[config.mk]
export PLATFORM = sky130hd
export DESIGN_NAME = pid_controller_antiwindup
export DESIGN_NICKNAME = d
export VERILOG_FILES = /design/src/rtl/pidc_pkg.sv /design/src/rtl/pidc_mul.sv /design/src/rtl/pidc_div.sv /design/src/rtl/pid_controller_antiwindup.sv
export SDC_FILE = /design/constraint.sdc
export NUM_CORES = 2
export LEC_CHECK = 0
export ABC_AREA = 1
export BUFFER_PORTS_ARGS = -buffer_cell sky130_fd_sc_hd__buf_2
export CAP_MARGIN = 20
export CORE_MARGIN = 1
export CORE_UTILIZATION = 45
export CTS_CLUSTER_SIZE = 40
export DETAILED_ROUTE_END_ITERATION = 8
export GPL_TIMING_DRIVEN = 0
export SYNTH_ARGS = -nofsm -noshare
export SYNTH_HDL_FRONTEND = slang
export SYNTH_SLANG_ARGS = --single-unit
[constraint.sdc]
create_clock -name clk_i -period 15.7 [get_ports clk_i]
set_clock_uncertainty 0.1 [all_clocks]
set_input_delay 2.355 -clock clk_i [delete_from_list [all_inputs] [get_ports clk_i]]
set_output_delay 2.355 -clock clk_i [all_outputs]
set_load 0.1 [all_outputs]
[src/rtl/pidc_pkg.sv]
package pidc_pkg;

  localparam int unsigned DataW = 32;
  localparam int unsigned StepW = 24;
  localparam int unsigned CfgIdxW = 3;
  localparam int unsigned SmoothW = 17;
  localparam int unsigned LimitW = 31;
  localparam int unsigned ModeW = 2;

  localparam logic [SmoothW-1:0] QOne = 17'd65536;

  localparam logic [CfgIdxW-1:0] RegMode = 3'd0;
  localparam logic [CfgIdxW-1:0] RegProp = 3'd1;
  localparam logic [CfgIdxW-1:0] RegInteg = 3'd2;
  localparam logic [CfgIdxW-1:0] RegDeriv = 3'd3;
  localparam logic [CfgIdxW-1:0] RegLimit = 3'd4;
  localparam logic [CfgIdxW-1:0] RegSmooth = 3'd5;

  localparam logic [ModeW-1:0] ModePid = 2'd0;
  localparam logic [ModeW-1:0] ModePi = 2'd1;
  localparam logic [ModeW-1:0] ModePd = 2'd2;
  // The spare mode code behaves as PD.
  localparam logic [ModeW-1:0] ModeSpare = 2'd3;

  localparam logic signed [63:0] S32Max = 64'sd2147483647;
  localparam logic signed [63:0] S32Min = -64'sd2147483648;

  // Saturate a wide signed value to the 32-bit range.
  function automatic logic signed [DataW-1:0] sat32(input logic signed [63:0] v);
    logic signed [DataW-1:0] r;
    if (v > S32Max) r = 32'sh7fffffff;
    else if (v < S32Min) r = 32'sh80000000;
    else r = v[DataW-1:0];
    return r;
  endfunction

  // Request into the shift-add multiplier.
  typedef struct packed {
    logic               start;
    logic signed [63:0] mcand;
    logic [47:0]        mplier;
  } mul_req_t;

  // Request into the restoring divider.
  typedef struct packed {
    logic        start;
    logic [63:0] dividend;
    logic [StepW-1:0] divisor;
  } div_req_t;

endpackage

[src/rtl/pidc_mul.sv]
module pidc_mul (
  input  logic                   clk_i,
  input  logic                   rst_ni,
  input  pidc_pkg::mul_req_t     req_i,
  output logic                   done_o,
  output logic signed [63:0]     prod_o
);
  import pidc_pkg::*;

  // Multiplier bits are consumed one per cycle, LSB first; the multiplier is
  // treated as unsigned (callers pass magnitudes or positive values).
  logic [47:0]        mplier_q;
  logic signed [63:0] mcand_q, acc_q;
  logic [5:0]         cnt_q;
  logic               busy_q;

  always_ff @(posedge clk_i or negedge rst_ni) begin
    if (!rst_ni) begin
      busy_q <= 1'b0;
      cnt_q  <= '0;
      done_o <= 1'b0;
    end else begin
      done_o <= 1'b0;
      if (req_i.start) begin
        busy_q <= 1'b1;
        cnt_q  <= '0;
      end else if (busy_q) begin
        cnt_q <= cnt_q + 6'd1;
        if (cnt_q == 6'd47) begin
          busy_q <= 1'b0;
          done_o <= 1'b1;
        end
      end
    end
  end

  always_ff @(posedge clk_i) begin
    if (req_i.start) begin
      mplier_q <= req_i.mplier;
      mcand_q  <= req_i.mcand;
      acc_q    <= '0;
    end else if (busy_q) begin
      if (mplier_q[0]) acc_q <= acc_q + mcand_q;
      mplier_q <= mplier_q >> 1;
      mcand_q  <= mcand_q <<< 1;
    end
  end

  assign prod_o = acc_q;

endmodule

[src/rtl/pidc_div.sv]
module pidc_div (
  input  logic                         clk_i,
  input  logic                         rst_ni,
  input  pidc_pkg::div_req_t           req_i,
  output logic                         done_o,
  output logic [63:0]                  quot_o
);
  import pidc_pkg::*;

  // Restoring division, one quotient bit per cycle, MSB first.
  logic [63:0]      quot_q;
  logic [StepW:0]   rem_q;
  logic [StepW-1:0] dvs_q;
  logic [5:0]       cnt_q;
  logic             busy_q;
  logic [StepW:0]   trial;

  assign trial = {rem_q[StepW-1:0], quot_q[63]};

  always_ff @(posedge clk_i or negedge rst_ni) begin
    if (!rst_ni) begin
      busy_q <= 1'b0;
      cnt_q  <= '0;
      done_o <= 1'b0;
    end else begin
      done_o <= 1'b0;
      if (req_i.start) begin
        busy_q <= 1'b1;
        cnt_q  <= '0;
      end else if (busy_q) begin
        cnt_q <= cnt_q + 6'd1;
        if (cnt_q == 6'd63) begin
          busy_q <= 1'b0;
          done_o <= 1'b1;
        end
      end
    end
  end

  always_ff @(posedge clk_i) begin
    if (req_i.start) begin
      quot_q <= req_i.dividend;
      rem_q  <= '0;
      dvs_q  <= req_i.divisor;
    end else if (busy_q) begin
      if (trial >= {1'b0, dvs_q}) begin
        rem_q  <= trial - {1'b0, dvs_q};
        quot_q <= {quot_q[62:0], 1'b1};
      end else begin
        rem_q  <= trial;
        quot_q <= {quot_q[62:0], 1'b0};
      end
    end
  end

  assign quot_o = quot_q;

endmodule

[src/rtl/pid_controller_antiwindup.sv]
// Channel  Direction  Handshake          Payload
// cfg      in         cfg_valid/ready    cfg_index_i, cfg_data_i
// in       in         in_valid/stall     command_i, measured_i, target_i, step_time_i
// out      out        out_valid/stall    drive_o, clamped_o, zero_step_o
//
// One item at a time. A control step in PID or PD mode runs six bit-serial
// multiplies on the shared shift-add multiplier and, unless the step time
// is zero, one division on the serial divider; PI mode runs three
// multiplies and skips the derivative and its filter. A clear request is
// answered in the next cycle. Reset clears the controller's registers and
// stored terms, not the multiplier and divider data registers. The input is
// stalled while a step is in work, its result waits to be taken, or a
// configuration write is offered.
module pid_controller_antiwindup (
  input  logic                                   clk_i,
  input  logic                                   rst_ni,
  input  logic                                   cfg_valid,
  output logic                                   cfg_ready,
  input  logic [pidc_pkg::CfgIdxW-1:0]           cfg_index_i,
  input  logic [pidc_pkg::DataW-1:0]             cfg_data_i,
  input  logic                                   in_valid,
  output logic                                   in_stall,
  input  logic                                   command_i,
  input  logic signed [pidc_pkg::DataW-1:0]      measured_i,
  input  logic signed [pidc_pkg::DataW-1:0]      target_i,
  input  logic [pidc_pkg::StepW-1:0]             step_time_i,
  output logic                                   out_valid,
  input  logic                                   out_stall,
  output logic signed [pidc_pkg::DataW-1:0]      drive_o,
  output logic                                   clamped_o,
  output logic                                   zero_step_o
);
  import pidc_pkg::*;

  typedef enum logic [3:0] {
    StIdle, StP, StI, StIMul, StDMul, StDDiv, StFilt1, StFilt2, StFilt3, StFin, StOut
  } state_e;

  state_e state_q;

  logic [ModeW-1:0]          mode_q;
  logic signed [DataW-1:0]   kp_q, ki_q, kd_q;
  logic [LimitW-1:0]         lim_q;
  logic [SmoothW-1:0]        smooth_q;
  logic signed [DataW-1:0]   last_err_q, fd_q, isum_q;
  logic signed [DataW-1:0]   err_q, p_q, d_q;
  logic signed [63:0]        inc_q, facc_q;
  logic [StepW-1:0]          dt_q;
  logic                      neg_q, zero_q;

  mul_req_t           mreq;
  div_req_t           dreq;
  logic               mdone, ddone;
  logic signed [63:0] mprod;
  logic [63:0]        dquot;

  pidc_mul u_mul (.clk_i, .rst_ni, .req_i(mreq), .done_o(mdone), .prod_o(mprod));
  pidc_div u_div (.clk_i, .rst_ni, .req_i(dreq), .done_o(ddone), .quot_o(dquot));

  assign cfg_ready = (state_q == StIdle);
  assign in_stall  = (state_q != StIdle) || cfg_valid;
  assign out_valid = (state_q == StOut);

  // Signed product of a 32-bit value and a gain: magnitude of the gain as
  // the serial multiplier operand.
  function automatic mul_req_t mk_mul(input logic signed [DataW-1:0] a,
                                      input logic signed [DataW-1:0] b);
    mul_req_t r;
    logic signed [63:0] bx;
    bx = 64'(b);
    r.start = 1'b1;
    if (b < 0) begin
      r.mcand  = -64'(a);
      r.mplier = 48'(-bx);
    end else begin
      r.mcand  = 64'(a);
      r.mplier = 48'(bx);
    end
    return r;
  endfunction

  logic signed [63:0] err_w, lim_s, hi_w, lo_w, isat_w, sum_w, pd_w, d_w;
  logic signed [63:0] qd_w;
  logic               use_d;

  always_comb begin
    err_w = 64'(target_i) - 64'(measured_i);
    lim_s = 64'($signed({1'b0, lim_q}));
    use_d = (mode_q != ModePi);
    qd_w  = '0;
    mreq  = '0;
    dreq  = '0;
    case (state_q)
      StIdle: if (in_valid && !cfg_valid && !command_i) mreq = mk_mul(sat32(err_w), kp_q);
      StP:    if (mdone) mreq = mk_mul(err_q, ki_q);
      StI:    if (mdone) begin
        mreq.start = 1'b1;
        mreq.mcand = 64'(sat32(mprod >>> 16));
        mreq.mplier = 48'(dt_q);
      end
      StIMul: if (mdone && use_d)
        mreq = mk_mul(sat32(64'(err_q) - 64'(last_err_q)), kd_q);
      StDMul: if (mdone && dt_q != '0) begin
        dreq.start = 1'b1;
        qd_w = 64'(sat32(mprod >>> 16));
        dreq.dividend = (qd_w < 0) ? 64'(-qd_w) << 24 : 64'(qd_w) << 24;
        dreq.divisor = dt_q;
      end
      StFilt1: begin
        mreq.start = 1'b1;
        mreq.mcand = 64'(fd_q);
        mreq.mplier = 48'(smooth_q);
      end
      StFilt2: if (mdone) begin
        mreq.start = 1'b1;
        mreq.mcand = 64'(d_q);
        mreq.mplier = 48'(QOne - smooth_q);
      end
      default: ;
    endcase
  end

  always_comb begin
    d_w    = neg_q ? -$signed(dquot) : $signed(dquot);
    pd_w   = 64'(sat32(64'(p_q) + 64'(fd_q)));
    sum_w  = pd_w + 64'(isum_q) + inc_q;
    isat_w = 64'(sat32(64'(isum_q) + inc_q));
    hi_w   = 64'(sat32(lim_s - 64'(p_q)));
    lo_w   = 64'(sat32(-lim_s - 64'(p_q)));
    if (hi_w < 0) hi_w = '0;
    if (lo_w > 0) lo_w = '0;
  end

  // Sequencer for configuration writes and one request at a time; holds state, stored terms and the result.
  always_ff @(posedge clk_i or negedge rst_ni) begin
    if (!rst_ni) begin
      state_q <= StIdle;
      mode_q <= ModePid; kp_q <= '0; ki_q <= '0; kd_q <= '0;
      lim_q <= '0; smooth_q <= '0;
      last_err_q <= '0; fd_q <= '0; isum_q <= '0;
      err_q <= '0; p_q <= '0; d_q <= '0;
      inc_q <= '0; facc_q <= '0; dt_q <= '0; neg_q <= 1'b0; zero_q <= 1'b0;
      drive_o <= '0; clamped_o <= 1'b0; zero_step_o <= 1'b0;
    end else begin
      case (state_q)
        StIdle: begin
          if (cfg_valid) begin
            if (cfg_index_i <= RegSmooth) isum_q <= '0;
            case (cfg_index_i)
              RegMode:   mode_q <= cfg_data_i[ModeW-1:0];
              RegProp:   kp_q <= cfg_data_i;
              RegInteg:  ki_q <= cfg_data_i;
              RegDeriv:  kd_q <= cfg_data_i;
              RegLimit:  lim_q <= cfg_data_i[LimitW-1:0];
              RegSmooth: smooth_q <= (cfg_data_i[SmoothW-1:0] > QOne) ? QOne
                                     : cfg_data_i[SmoothW-1:0];
              default: ;
            endcase
          end else if (in_valid) begin
            if (command_i) begin
              last_err_q <= '0; fd_q <= '0; isum_q <= '0;
              drive_o <= '0; clamped_o <= 1'b0; zero_step_o <= 1'b0;
              state_q <= StOut;
            end else begin
              err_q <= sat32(err_w);
              dt_q <= step_time_i;
              state_q <= StP;
            end
          end
        end
        StP: if (mdone) begin
          p_q <= sat32(mprod >>> 16);
          state_q <= StI;
        end
        StI: if (mdone) state_q <= StIMul;
        StIMul: if (mdone) begin
          inc_q <= mprod >>> 24;
          state_q <= use_d ? StDMul : StFin;
        end
        StDMul: if (mdone) begin
          neg_q <= (sat32(mprod >>> 16) < 0);
          last_err_q <= err_q;
          if (dt_q == '0) begin
            d_q <= '0; zero_q <= 1'b1;
            state_q <= StFilt1;
          end else begin
            zero_q <= 1'b0;
            state_q <= StDDiv;
          end
        end
        StDDiv: if (ddone) begin
          d_q <= sat32(d_w);
          state_q <= StFilt1;
        end
        StFilt1: state_q <= StFilt2;
        StFilt2: if (mdone) begin
          facc_q <= mprod;
          state_q <= StFilt3;
        end
        // Filter completes once the second product is in.
        StFilt3: if (mdone) begin
          fd_q <= sat32((facc_q + mprod) >>> 16);
          state_q <= StFin;
        end
        StFin: begin
          state_q <= StOut;
          zero_step_o <= use_d & zero_q;
          if (mode_q == ModePid) begin
            if (sum_w > lim_s) begin
              drive_o <= lim_s[DataW-1:0]; clamped_o <= 1'b1;
            end else if (sum_w < -lim_s) begin
              drive_o <= 32'(-lim_s); clamped_o <= 1'b1;
            end else begin
              drive_o <= sum_w[DataW-1:0]; clamped_o <= 1'b0;
              isum_q <= isat_w[DataW-1:0];
            end
          end else if (mode_q == ModePi) begin
            logic signed [63:0] ni, ps;
            ni = isat_w;
            if (ni > hi_w) ni = hi_w;
            else if (ni < lo_w) ni = lo_w;
            isum_q <= ni[DataW-1:0];
            ps = 64'(p_q) + ni;
            if (ps > lim_s) begin
              drive_o <= lim_s[DataW-1:0]; clamped_o <= 1'b1;
            end else if (ps < -lim_s) begin
              drive_o <= 32'(-lim_s); clamped_o <= 1'b1;
            end else begin
              drive_o <= ps[DataW-1:0]; clamped_o <= 1'b0;
            end
          end else begin
            logic signed [63:0] ps;
            ps = 64'(p_q) + 64'(fd_q);
            if (ps > lim_s) begin
              drive_o <= lim_s[DataW-1:0]; clamped_o <= 1'b1;
            end else if (ps < -lim_s) begin
              drive_o <= 32'(-lim_s); clamped_o <= 1'b1;
            end else begin
              drive_o <= ps[DataW-1:0]; clamped_o <= 1'b0;
            end
          end
        end
        StOut: if (!out_stall) state_q <= StIdle;
        default: state_q <= StIdle;
      endcase
    end
  end

`ifndef SYNTH
  // The result never exceeds the configured limit.
  a_drive_lim: assert property (@(posedge clk_i) disable iff (!rst_ni)
    out_valid |-> (64'(drive_o) <= lim_s) && (64'(drive_o) >= -lim_s))
    else $error("drive outside limit");
  // Clamped output sits exactly on a bound.
  a_clamp_edge: assert property (@(posedge clk_i) disable iff (!rst_ni)
    (out_valid && clamped_o) |-> (64'(drive_o) == lim_s || 64'(drive_o) == -lim_s))
    else $error("clamp flag without bound");
  // A waiting result is held.
  a_hold: assert property (@(posedge clk_i) disable iff (!rst_ni)
    (out_valid && out_stall) |=> (out_valid && $stable(drive_o)))
    else $error("result dropped");
`endif

endmodule
# Word-level counts from Yosys, hierarchy flattened
# Index checks and enable logic that the tools add are counted.
# op_classes
muxes,126
n_reduce_logical,38
n_bitwise,3
magnitude_cmp,36
eq_ne,37
addsub,24
# op_table
op,count
$mux W32,48
$mux W64,13
$pmux W113 S6,1
$mux W113,5
$mux W112,3
$pmux W32 S2,5
$lt A32 B1 Y1 const B,6
$neg A32 Y64,3
$mux W89,2
$neg A32 Y48,3
$gt A33 B32 Y1 const B,4
$lt A33 B32 Y1 const B,4
$add A64 B64 Y64,2
$gt A64 B32 Y1 const B,2
$lt A64 B32 Y1 const B,2
$sub A32 B32 Y33,3
$gt A48 B32 Y1 const B,2
$lt A48 B32 Y1 const B,2
$mux W48,2
$add A32 B32 Y33,2
$add A32 B64 Y64,1
$gt A32 B64 Y1,1
$gt A64 B32 Y1,1
$lt A32 B64 Y1,1
other kinds (59),146
# totals
word_cells,297
register_bits,810
inputBits,129
out_inout_bits,37

# Logic depth before layout (Yosys ltp)
# depth
word_depth,20
ltp_mapped,128

# Modules after synthesis
# A second synthesis with hierarchy kept.
# unflattened
cells_unflattened,13459
area_unflattened_um2,86052.5
# by_module_without_submodules
module,cells_per_inst,seq_area_each_um2,n_inst,area_each_um2
pid_controller_antiwindup,10443,12662.1,1,65778.1
pidc_mul,2112,4844.6,1,13304.0
pidc_div,904,3323.2,1,6970.4

# Least setup slack after synthesis
# No wires, ideal clock.
# synth_timing
path_type,flip-flop to flip-flop
start,reg lim_q[1]
end,reg drive_o[18] (netlist bit)
slack_ns,2.958
path_buffers,5
path_stages_with_launch,115
arrival_ns,12.522
synth_period_minus_slack_ns,12.742
setup_time_ns,0.120
cell_sequence,dfrtp_1 > inv_2 > ha_1 > inv_1 > nor2_1 > nand2_1 > nor2_1 > inv_1 > nor2_1 > nand2_1 > nor2_1 > nand2_1 > nor2_1 > nand2_1 > inv_1 > nand3_1 > nor2_1 > nand3_1 > [79 not listed] > ha_1 > nand2_1 > o21ai_0 > nand3_1 > nand2_1 > nand2_1 > a21oi_1 > a2111oi_0 > nand2_2 > nand2_4 > nand2_4 > buf_6 > a21oi_1 > o21ai_1 > o21ai_0 > nand2_1 > nand2_1 > nand2_1
# synth_between
elab_chain_cells,20
elab_cells_between_ends,38
cone_classes,add/sub (4); order compare (14); mux (20)
# synth_lines
item,line_no,rtl
from (decl),pid_controller_antiwindup.sv:43,logic [LimitW-1:0] lim_q;
from (signal assigned),pid_controller_antiwindup.sv:154,RegLimit: lim_q <= cfg_data_i[LimitW-1:0];
$neg A31 Y64,"pid_controller_antiwindup.sv:212, pid_controller_antiwindup.sv:227, pid_controller_antiwindup.sv:237",
$sub A64 B32 Y64,pid_controller_antiwindup.sv:129,lo_w = 64'(sat32(-lim_s - 64'(p_q)));
$lt A64 B32 Y1,pidc_pkg.sv:32,else if (v < S32Min) r = 32'sh80000000;
$mux W32,pidc_pkg.sv:32,
$mux W32,pidc_pkg.sv:31,if (v > S32Max) r = 32'sh7fffffff;
$gt A32 B1 Y1,pid_controller_antiwindup.sv:131,if (lo_w > 0) lo_w = '0;
$mux W64,pid_controller_antiwindup.sv:131,
$lt A32 B64 Y1,pid_controller_antiwindup.sv:221,else if (ni < lo_w) ni = lo_w;
[4 not listed],--,
$mux W64,pid_controller_antiwindup.sv:145,case (state_q)
$add A32 B64 Y64,pid_controller_antiwindup.sv:223,ps = 64'(p_q) + ni;
$lt A64 B64 Y1,pid_controller_antiwindup.sv:226,end else if (ps < -lim_s) begin
$mux W32,pid_controller_antiwindup.sv:226,
$mux W32,pid_controller_antiwindup.sv:224,if (ps > lim_s) begin
$mux W32,pid_controller_antiwindup.sv:217,end else if (mode_q == ModePi) begin
$mux W32 *,pid_controller_antiwindup.sv:208,if (mode_q == ModePid) begin
$pmux W32 S2 *,pid_controller_antiwindup.sv:145,
to (signal assigned),pid_controller_antiwindup.sv:210,drive_o <= lim_s[DataW-1:0]; clamped_o <= 1'b1;
to (signal assigned),pid_controller_antiwindup.sv:225,drive_o <= lim_s[DataW-1:0]; clamped_o <= 1'b1;
to (signal assigned),pid_controller_antiwindup.sv:227,drive_o <= 32'(-lim_s); clamped_o <= 1'b1;
to (decl),pid_controller_antiwindup.sv:29,"output logic signed [pidc_pkg::DataW-1:0] drive_o,"
# Mark *: on every way between the ends. The rest lies on a longest branch, timed or not. The select of a mux whose other input is x is not followed.
# A chain may end at the register's enable or synchronous reset.

# Worst setup path in the final report
# layout_timing
start,reg lim_q[2]
end,reg drive_o[1] (netlist bit)
# layout_between
elab_chain_cells,20
elab_cells_between_ends,38
cone_classes,add/sub (4); order compare (14); mux (20)
# layout_lines
item,line_no
$neg A31 Y64,--
$sub A64 B32 Y64,pid_controller_antiwindup.sv:129
$lt A64 B32 Y1,pidc_pkg.sv:32
$mux W32,pidc_pkg.sv:32
$mux W32,pidc_pkg.sv:31
$gt A32 B1 Y1,pid_controller_antiwindup.sv:131
$mux W64,pid_controller_antiwindup.sv:131
$lt A32 B64 Y1,pid_controller_antiwindup.sv:221
[4 not listed],--
$mux W64,pid_controller_antiwindup.sv:145
$add A32 B64 Y64,pid_controller_antiwindup.sv:223
$lt A64 B64 Y1,pid_controller_antiwindup.sv:226
$mux W32,pid_controller_antiwindup.sv:226
$mux W32,pid_controller_antiwindup.sv:224
$mux W32,pid_controller_antiwindup.sv:217
$mux W32 *,pid_controller_antiwindup.sv:208
$pmux W32 S2 *,pid_controller_antiwindup.sv:145
# Marked as above.

==> results.sh <==
export IMPL_clockRootBuffer="clkbuf_16"
export IMPL_path_buf_inv=12
export IMPL_maxSlewHeadroom_pct=8.24
export IMPL_cts_tree="done"
export IMPL_cp_slowest_stage_delay_ps=710
export IMPL_coreArea_um2=179000
export IMPL_antenna_found_initial=16
export IMPL_area_delta_synth_final_pct=12.4
export IMPL_fin_util_pct=51.1
export IMPL_wirelength_um=388000
export IMPL_io_pins=166
export IMPL_total_power_mw=9.79
export IMPL_leakagePower_nw=45.7
export IMPL_powerDensity_nw_per_um2=107
export IMPL_drv_slew=0
export IMPL_cts_buffers=97
export IMPL_worst_pin_slew_ps=1370
export IMPL_gp_congestion=1.10
export IMPL_placed_area_um2=85700
export IMPL_hold_viol_final=0
export IMPL_htreeDepth=3
export IMPL_port_buffers=165
export IMPL_syn_cell_area_um2=81200
export IMPL_synth_edf_count=200
export IMPL_cp_required_ps=16290
export IMPL_dr_pass1_iters=7
export IMPL_final_cell_mix="nand2_1, inv_1, o21ai_0, a21oi_1, nor2_1"
export IMPL_dieWidth_um=427
export IMPL_die_area_um2=182000
export IMPL_grt_start_max_net_pins=113
export IMPL_crit_path_max_fanout=9
export IMPL_reg2reg_slack_ps=590
export IMPL_ys_flop_type="dfrtp_1"
export IMPL_grt_pass1_vias=81692
export IMPL_clkLatencyLatePin_ps=770
export IMPL_synthArstFlopShare_pct=64.4
export IMPL_finalCriticalPeriod_ps=15110
export IMPL_end_kind="flip-flop"
export IMPL_vdd_ir_drop_max_mv=0.0943
export IMPL_ant_nets=0
export IMPL_netlist_instances=12104
export IMPL_hpwl_um=324000
export IMPL_startpoint_type="flip-flop"
export IMPL_yosysWarningCount=0
export IMPL_drive_gt1_share_pct=7.93
export IMPL_clockBufferDepth=3
export IMPL_vias_per_cell=5.87
export IMPL_vias=87547
export IMPL_crit_family="simple AND/OR/NAND/NOR gates"
export IMPL_first_iter_violations=9386
export IMPL_initial_utilization_pct=45.4
export IMPL_groute_usage_overall_pct=41.4
export IMPL_nets=13465
export IMPL_design_area_um2=91300
export IMPL_timing_fmax_mhz=66.2
export IMPL_cp_common_cell="nand2_1"
export IMPL_grt_pass1_wl_um=550000
export IMPL_route_detailed_drc=0
export IMPL_arrival_ps=15700
export IMPL_rows=155
export IMPL_cts_sinks=810
export IMPL_setup_viol=0
export IMPL_synth_cell_types=96
export IMPL_timing_hold_ws_ps=371
export IMPL_ys_ff_latch=810
export IMPL_period_share_pct=96.2
export IMPL_dieHeight_um=427
export IMPL_grt_overflow=0
export IMPL_final_common_cell="nand2_1"
export IMPL_fillCellCount=18277
export IMPL_clkTransAtPathRegs_ps=60
export IMPL_min_path_type="flip-flop to flip-flop"
export IMPL_status="finished, final reports clean"
export IMPL_seq_area_frac_synth_pct=25.6
export IMPL_path_class="flip-flop to flip-flop"
export IMPL_cpMaxStageDelayCell="xor2_1"
export IMPL_detail_route_wl_per_cell_um=26.0
export IMPL_avgSynthCellArea_um2=6.71
export IMPL_drv_cap=0
export IMPL_cts_hold_buf=0
export IMPL_syn_num_nets=13089
[worst paths after layout]
check,cells past startpoint,from,to
setup / recovery,87,lim_q[2],drive_o[1]
hold reg to reg,2,drive_o[1],drive_o[1]
hold / removal,2,drive_o[1],drive_o[1]
max in group asynchronous,4,rst_ni,drive_o[1]
min in group asynchronous,1,rst_ni,u_mul.cnt_q[1]
setup reg to reg,87,lim_q[2],drive_o[1]
[metrics by stage]
step                      TNS [ps]  cells  worst slack (ps)
after floorplan                  0  12104              2960
after global placement      -86380  14624             -2810
after detailed placement    -84430  14662             -2750
after CTS                        0  14857              5.55
after global routing         -1820  14920              -117
final                            0  14927               592
[registers in the layout, summed over array words and instances (netlist names), 40 cells and up]
| signal | count |
|---|---|
| u_mul.mplier_q | 48 |
| u_mul.prod_o | 64 |
| inc_q | 40 |
| u_div.quot_o | 64 |
| facc_q | 64 |
| u_mul.mcand_q | 64 |
[tightest hold or removal path, delay by kind of cell, from the launching register on]
family	cells	cell delay, ps
DFF	1	330
and+or+nand+nor	2	100
[cell families after synthesis]
family / share of synthesized area (%)
xor gates and xnor gates: 5.62
AOI/OAI and AO/OA: 18.1
buffers and inverters: 9.87
and+or+nand+nor: 26.9
adders and majority gates: 13.7
muxes: 0.211
DFF: 25.6
[final cells by class]
class                      instances  area [µm²]  share of cell area, %
clock buffer                     133        2810                   3.08
buffer                           361        1730                   1.90
sequential                       810       20800                   22.8
inverter                        1704        6410                   7.02
antenna                            8        20.0                 0.0219
timing repair buffer             277        2090                   2.29
clock inverter                    50         475                  0.521
multi-input combinational       9229       54000                   59.1
tap                             2355        2950                   3.23
[power breakdown]
group | internal [mW] | switching (mW)
Combinational | 1.44 | 3.41
Sequential | 2.28 | 0.281
Clock | 1.32 | 1.05
Total | 5.04 | 4.75
[what timing repair did]
action / CTS / global route
pin swaps: 12 / 96
endpoints found under the setup margin: 33 / 33
resized for setup: 117 / 289
cloned: 0 / 4
setup buffers: 12 / 55
[Yosys cell counts, types with 72 or more instances]
master	count	area, µm²
a21oi_1	981	4910
clkbuf_1	273	1020
dfrtp_1	522	13100
dfxtp_1	88	1760
edfxtp_1	200	6010
ha_1	805	10100
inv_1	1669	6260
nand2_1	3166	11900
nand3_1	556	2780
nand4_1	152	951
nor2_1	946	3550
nor3_1	177	886
nor4_1	72	450
o21ai_0	984	4920
xnor2_1	151	1320
xor2_1	363	3180
[routing by layer]
layer,track usage (%),share of wire [%],vias up
met5,0,0,-
met1,50.7,39,41334
met2,63.3,43,4177
met3,7.56,8.6,1049
li1,-,-,40987
met4,34.0,9.8,0
(Power assumes the default switching activity.)
